==> src/sv/bilin_pkg.sv <==
// Package for the bilinear root mapper: widths, constants and the flag record
// carried beside the datapath. No dependencies.
`default_nettype none
package bilin_pkg;

   localparam int SR_W      = 20;   // sample rate register
   localparam int ROOT_W    = 40;   // s-plane root parts, 16 fraction bits
   localparam int F_W       = 37;   // 2*fs*2^16
   localparam int QM_W      = 41;   // |F - a|
   localparam int MAG_W     = 40;   // |a|, |b|
   localparam int MUL_W     = 42;   // multiplier operand
   localparam int HALF_W    = 21;   // operand half
   localparam int PROD_W    = 84;   // multiplier product
   localparam int DEN_W     = 83;   // (F-a)^2 + b^2
   localparam int NUM_W     = 81;   // |F^2 - a^2 - b^2|, 2*F*b
   localparam int REM_W     = 117;  // divider remainder
   localparam int Z_W       = 32;   // Q2.30 result
   localparam int DIV_STEPS = 32;
   localparam int DIV_LAT   = DIV_STEPS + 1;

   localparam logic [SR_W-1:0] SR_RESET    = 20'd44100;
   localparam logic [Z_W-1:0]  Z_MINUS_ONE = 32'hC000_0000;
   localparam logic [Z_W-1:0]  Z_POS_MAX   = 32'h7FFF_FFFF;
   localparam logic [Z_W-1:0]  Z_NEG_MAX   = 32'h8000_0000;

   typedef struct packed {
      logic valid;
      logic inf;
      logic last;
      logic im_neg;
      logic re_neg;
      logic den_zero;
   } flags_type;

endpackage
`default_nettype wire

==> src/sv/bilin_mul.sv <==
// Two-stage 42x42 unsigned multiplier built from four half-width products.
// Uses bilin_pkg.
`default_nettype none
module bilin_mul (
   input  wire logic                          clock,
   input  wire logic [bilin_pkg::MUL_W-1:0]   x,
   input  wire logic [bilin_pkg::MUL_W-1:0]   y,
   output logic      [bilin_pkg::PROD_W-1:0]  p
);

   localparam int HW = bilin_pkg::HALF_W;
   localparam int PW = bilin_pkg::PROD_W;

   logic [2*HW-1:0] ll_ff, lh_ff, hl_ff, hh_ff;
   logic [PW-1:0]   p_ff;
   logic [PW-1:0]   p_in;

   always_ff @(posedge clock) begin
      ll_ff <= x[HW-1:0]    * y[HW-1:0];
      lh_ff <= x[HW-1:0]    * y[2*HW-1:HW];
      hl_ff <= x[2*HW-1:HW] * y[HW-1:0];
      hh_ff <= x[2*HW-1:HW] * y[2*HW-1:HW];
   end

   always_comb begin
      p_in = (PW'(hh_ff) << (2*HW)) + (PW'(lh_ff) << HW) + (PW'(hl_ff) << HW)
           + PW'(ll_ff);
   end

   always_ff @(posedge clock) begin
      p_ff <= p_in;
   end

   assign p = p_ff;

endmodule
`default_nettype wire

==> config.mk <==
export PLATFORM = sky130hd
export DESIGN_NAME = bilin_mul
export DESIGN_NICKNAME = d
export VERILOG_FILES = /design/src/sv/bilin_pkg.sv /design/src/sv/bilin_mul.sv
export SDC_FILE = /design/constraint.sdc
export NUM_CORES = 2
export LEC_CHECK = 0
export ABC_AREA = 1
export BUFFER_PORTS_ARGS = -buffer_cell sky130_fd_sc_hd__buf_4
export CAP_MARGIN = 20
export CORE_MARGIN = 1.5
export CORE_UTILIZATION = 43
export CTS_BUF_LIST = sky130_fd_sc_hd__clkbuf_4 sky130_fd_sc_hd__clkbuf_8
export DETAILED_ROUTE_END_ITERATION = 12
export PLACE_DENSITY = 0.62
export SLEW_MARGIN = 15
export SYNTH_ARGS = -nofsm -noshare
export SYNTH_HDL_FRONTEND = slang
export SYNTH_SLANG_ARGS = --single-unit
==> constraint.sdc <==
create_clock -name clock -period 16.1 [get_ports clock]
set_input_delay 2.415 -clock clock [delete_from_list [all_inputs] [get_ports clock]]
set_output_delay 2.415 -clock clock [all_outputs]
set_load 0.005 [all_outputs]
==> results_tabular.tex <==
\begin{tabular}{lr}
\hline
Metric & Value \\
\hline
\multicolumn{2}{l}{\textbf{Route}} \\
First-iteration detailed-routing DRC count & 4134 \\
Top layer used by detailed routing & met5 \\
Drt total wl & 217000 µm \\
Routed wl met2 & 101000 µm \\
Via density & 4.91 \\
Via Count & 58.3k \\
DRC & 0 \\
Routed wl met3 & 15000 µm \\
Met1 WL & 94500 µm \\
Routed wire per std cell & 18.2 µm \\
Post-route ant nets & 0 \\
Detailed Routing Iterations Pass 1 & 7 \\
\multicolumn{2}{l}{\textbf{Timing}} \\
Tightest slew margin relative to the limit & 0.382 \\
Maximum operating frequency & 122 MHz \\
Setup Total Neg Slack & 0 ns \\
Maximum clock skew at final layout & 0.0773 ns \\
Share of the clock period used by the worst path & 0.510 \\
Count of pins over their slew limit & 0 \\
Worst Tran Pin Value & 0.920 ns \\
Final critical delay including setup and external delays & 8.20 ns \\
Setup repair after global routing missed its margin & false \\
Setup violation total in the final timing report & 0 \\
Final hold violation count & 0 \\
\multicolumn{2}{l}{\textbf{Clock network}} \\
TritonCTS Buffers & 46 \\
TritonCTS Sinks & 252 \\
Number of instances resized during post-cts repair & 0 \\
CTS clock-pin slew for the worst setup and hold paths & 0.06 ns \\
TritonCTS clock tree & built \\
Clock Latency Late Sink & 0.71 ns \\
H-tree level count & 2 \\
Setup repair bufs after CTS & 0 \\
Root Driver & clkbuf\_8 \\
Number of buffers inserted for hold repair after clock tree synthesis & 0 \\
Number of buffers on the longest clock path & 3 \\
\multicolumn{2}{l}{\textbf{Critical path}} \\
Data arrival time of the worst path & 8.66 ns \\
CP Capture Type & flop \\
Dominant cell type by count on the critical path & inv\_1 \\
Slowest cell delay on critical path & 0.75 ns \\
List of cells traversed by the critical path & buf\_4, nand2\_1, inv\_1, fa\_1, fa\_1, inv\_1, fa\_1, inv\_1, fa\_1, inv\_1, fa\_1, inv\_1, fa\_1, inv\_1, fa\_1, inv\_1, ha\_1, nand2\_1, nor2\_1, inv\_1, nor3\_2, a21oi\_1, xnor2\_1 \\
FF-to-FF setup slack & 12.86 ns \\
Crit-path leading delay family & adder cells \\
Crit Path Category & primary input to flop \\
Crit path max fanout & 42 \\
R2r startpoint & ll\_ff[21] \\
Setup crit start kind & primary input \\
Cells on worst reg2reg path & 16 \\
Endpoint of the most critical register-to-register path & p[64] \\
Crit path buffers/inverters & 9 \\
Worst-path cell with the longest stage delay & xnor2\_1 \\
WP data required & 16.56 ns \\
\multicolumn{2}{l}{\textbf{Place}} \\
Placer's final routability congestion estimate & 0.943 \\
Count of input and output buffers & 168 \\
Placed insts & 11.8k \\
Total placed instance area & 0.0751 mm² \\
Final HPWL DP & 171000 µm \\
\multicolumn{2}{l}{\textbf{Die}} \\
Total Die Area & 0.171 mm² \\
Total number of placement rows & 150 \\
Std-Cell Core Area & 0.167 mm² \\
Die width & 414 µm \\
Vert. Die Dim & 414 µm \\
Count of boundary I/O pins & 169 \\
Initial core utilization & 0.434 \\
\multicolumn{2}{l}{\textbf{Layout}} \\
Final instance count without filler cells & 11.9k \\
Fraction of layout cells with a size suffix above 1 & 0.0319 \\
Final-stage net count & 11.9k \\
Final design area excluding fillers & 0.0762 mm² \\
Signed area change from the synthesized netlist to the final layout & 4.93\% \\
\multicolumn{2}{l}{\textbf{Global routing}} \\
Overflow left after global routing & 0 \\
Via count of the first global-routing pass & 62.8k \\
Pin count of the biggest net entering global routing & 43 \\
Aggregate global-route resource usage & 0.261 \\
Initial antenna violation count & 11 \\
Wire length of the first global-routing pass & 348000 µm \\
\multicolumn{2}{l}{\textbf{Synth}} \\
Post-synthesis compound-gate area fraction & 0.0278 \\
Count of yosys warnings during synthesis & 0 \\
Main combinational cell family by area after synthesis & adder cells \\
XOR/XNOR share of the synthesized area & 0.0158 \\
FF+latch count, synth & 252 \\
Largest area contributor in the synthesized netlist & fa\_1 \\
Most used DFF post-synth & dfxtp\_1 \\
Post-synthesis adder-cell area fraction & 0.519 \\
Share of synthesized area occupied by flip-flops and latches & 0.0695 \\
Synthesized cell area & 0.0726 mm² \\
Post-synthesis mux area share & 0 \\
Simple-gate area share of the yosys netlist & 0.188 \\
Number of nets produced by synthesis & 12.1k \\
Library cells used by synthesis & 35 \\
Share of the synthesized area in the top cell type & 0.407 \\
Top post-synthesis cells by count & inv\_1 (3066), nand2\_1 (2872), fa\_1 (1475) \\
Synth area leaders & fa\_1 (41\%), inv\_1 (16\%), nand2\_1 (15\%) \\
Post-synth EDFFs & 0 \\
Synthesized area per cell & 7.37 µm² \\
Async S/R FF share, synth & 0 \\
Count of mapped cells out of synthesis & 9846 \\
Count leader, synth & inv\_1 \\
\multicolumn{2}{l}{\textbf{Hold path}} \\
Min-Delay Path Class & flop to flop \\
Hold path start & ll\_ff[13] \\
WHS Endpoint & p[13] \\
Number of cells traversed by the worst hold path & 0 \\
\multicolumn{2}{l}{\textbf{Run}} \\
Maxcap violations & 0 \\
\multicolumn{2}{l}{\textbf{Outcome}} \\
Result of the run & completed \\
\hline
\end{tabular}
sequential cells by signal, indices dropped and copies added (netlist names):
name / flops
hh_ff: 42
hl_ff: 42
lh_ff: 42
ll_ff: 42
p: 84
layout by cell type (no fill, tap or decap), types with 5 or more instances in the layout:
cell type / instances
xor2_1: 94
o21ai_1: 8
nor3_2: 11
clkinv_2: 7
nand3b_1: 10
nand2_2: 13
fa_1: 1475
a21o_1: 9
nor2_2: 10
o21ai_0: 92
nand4_1: 28
nor3_1: 34
nand3_1: 167
xnor2_1: 37
clkbuf_4: 7
clkinvlp_4: 5
nand2_1: 2872
ha_1: 650
nor4_1: 7
bufinv_16: 5
buf_4: 175
diode_2: 5
dfxtp_1: 252
nor2_1: 297
clkbuf_8: 55
a31oi_1: 8
a21oi_1: 228
o21a_1: 11
a21boi_0: 6
o21bai_1: 12
inv_1: 3066
nand3_2: 10
layer usage:
metal,vias up,GRT usage
li1,27129,-
met5,-,0
met3,346,0.0330
met2,1912,0.436
met4,4,0.0741
met1,28949,0.355
worst max path at each step:
stage	slack [ns]	depth (start not counted)	startpoint	end
final	7.90	23	x[29]	hl_ff[17]
after global routing	7.66	23	x[29]	hl_ff[17]
after CTS	8.04	23	x[29]	hl_ff[17]
after detailed placement	7.34	23	x[29]	hl_ff[17]
after global placement	7.31	23	x[30]	hl_ff[17]
after floorplan	8.23	27	y[4]	ll_ff[41]
layout make-up:
type	count	area, µm²
fillers	17057	91200
multi-input cells	6105	54400
inverters	3069	11500
flip-flops and latches	252	5040
well taps	2204	2760
repair buffers	175	1310
clock buffers	62	810
clock inverters	20	263
diodes	5	12.5
cell families (layout without fill, tap and decap cells):
| logic type | after synthesis | after routing |
|---|---|---|
| buf+inv | 3489 | 3326 |
| simple gates | 3470 | 3470 |
| fa+ha+maj | 2125 | 2125 |
| compound gates | 379 | 379 |
| flops | 252 | 252 |
| xor+xnor | 131 | 131 |
| other cells | 0 | 5 |
stage by stage:
| step | setup WS, ns | hold WS (ns) | util |
|---|---|---|---|
| floorplan | 8.23 | 0.310 | - |
| global placement | 7.31 | 0.311 | 0.448 |
| detailed placement | 7.34 | 0.313 | 0.448 |
| CTS | 8.04 | 0.324 | 0.455 |
| global route | 7.66 | 0.328 | 0.455 |
| finish | 7.90 | 0.326 | 0.455 |
Power is left out: the tool's default activity adds up to more than one toggle a clock period on the data nets, which glitch-free logic cannot reach.
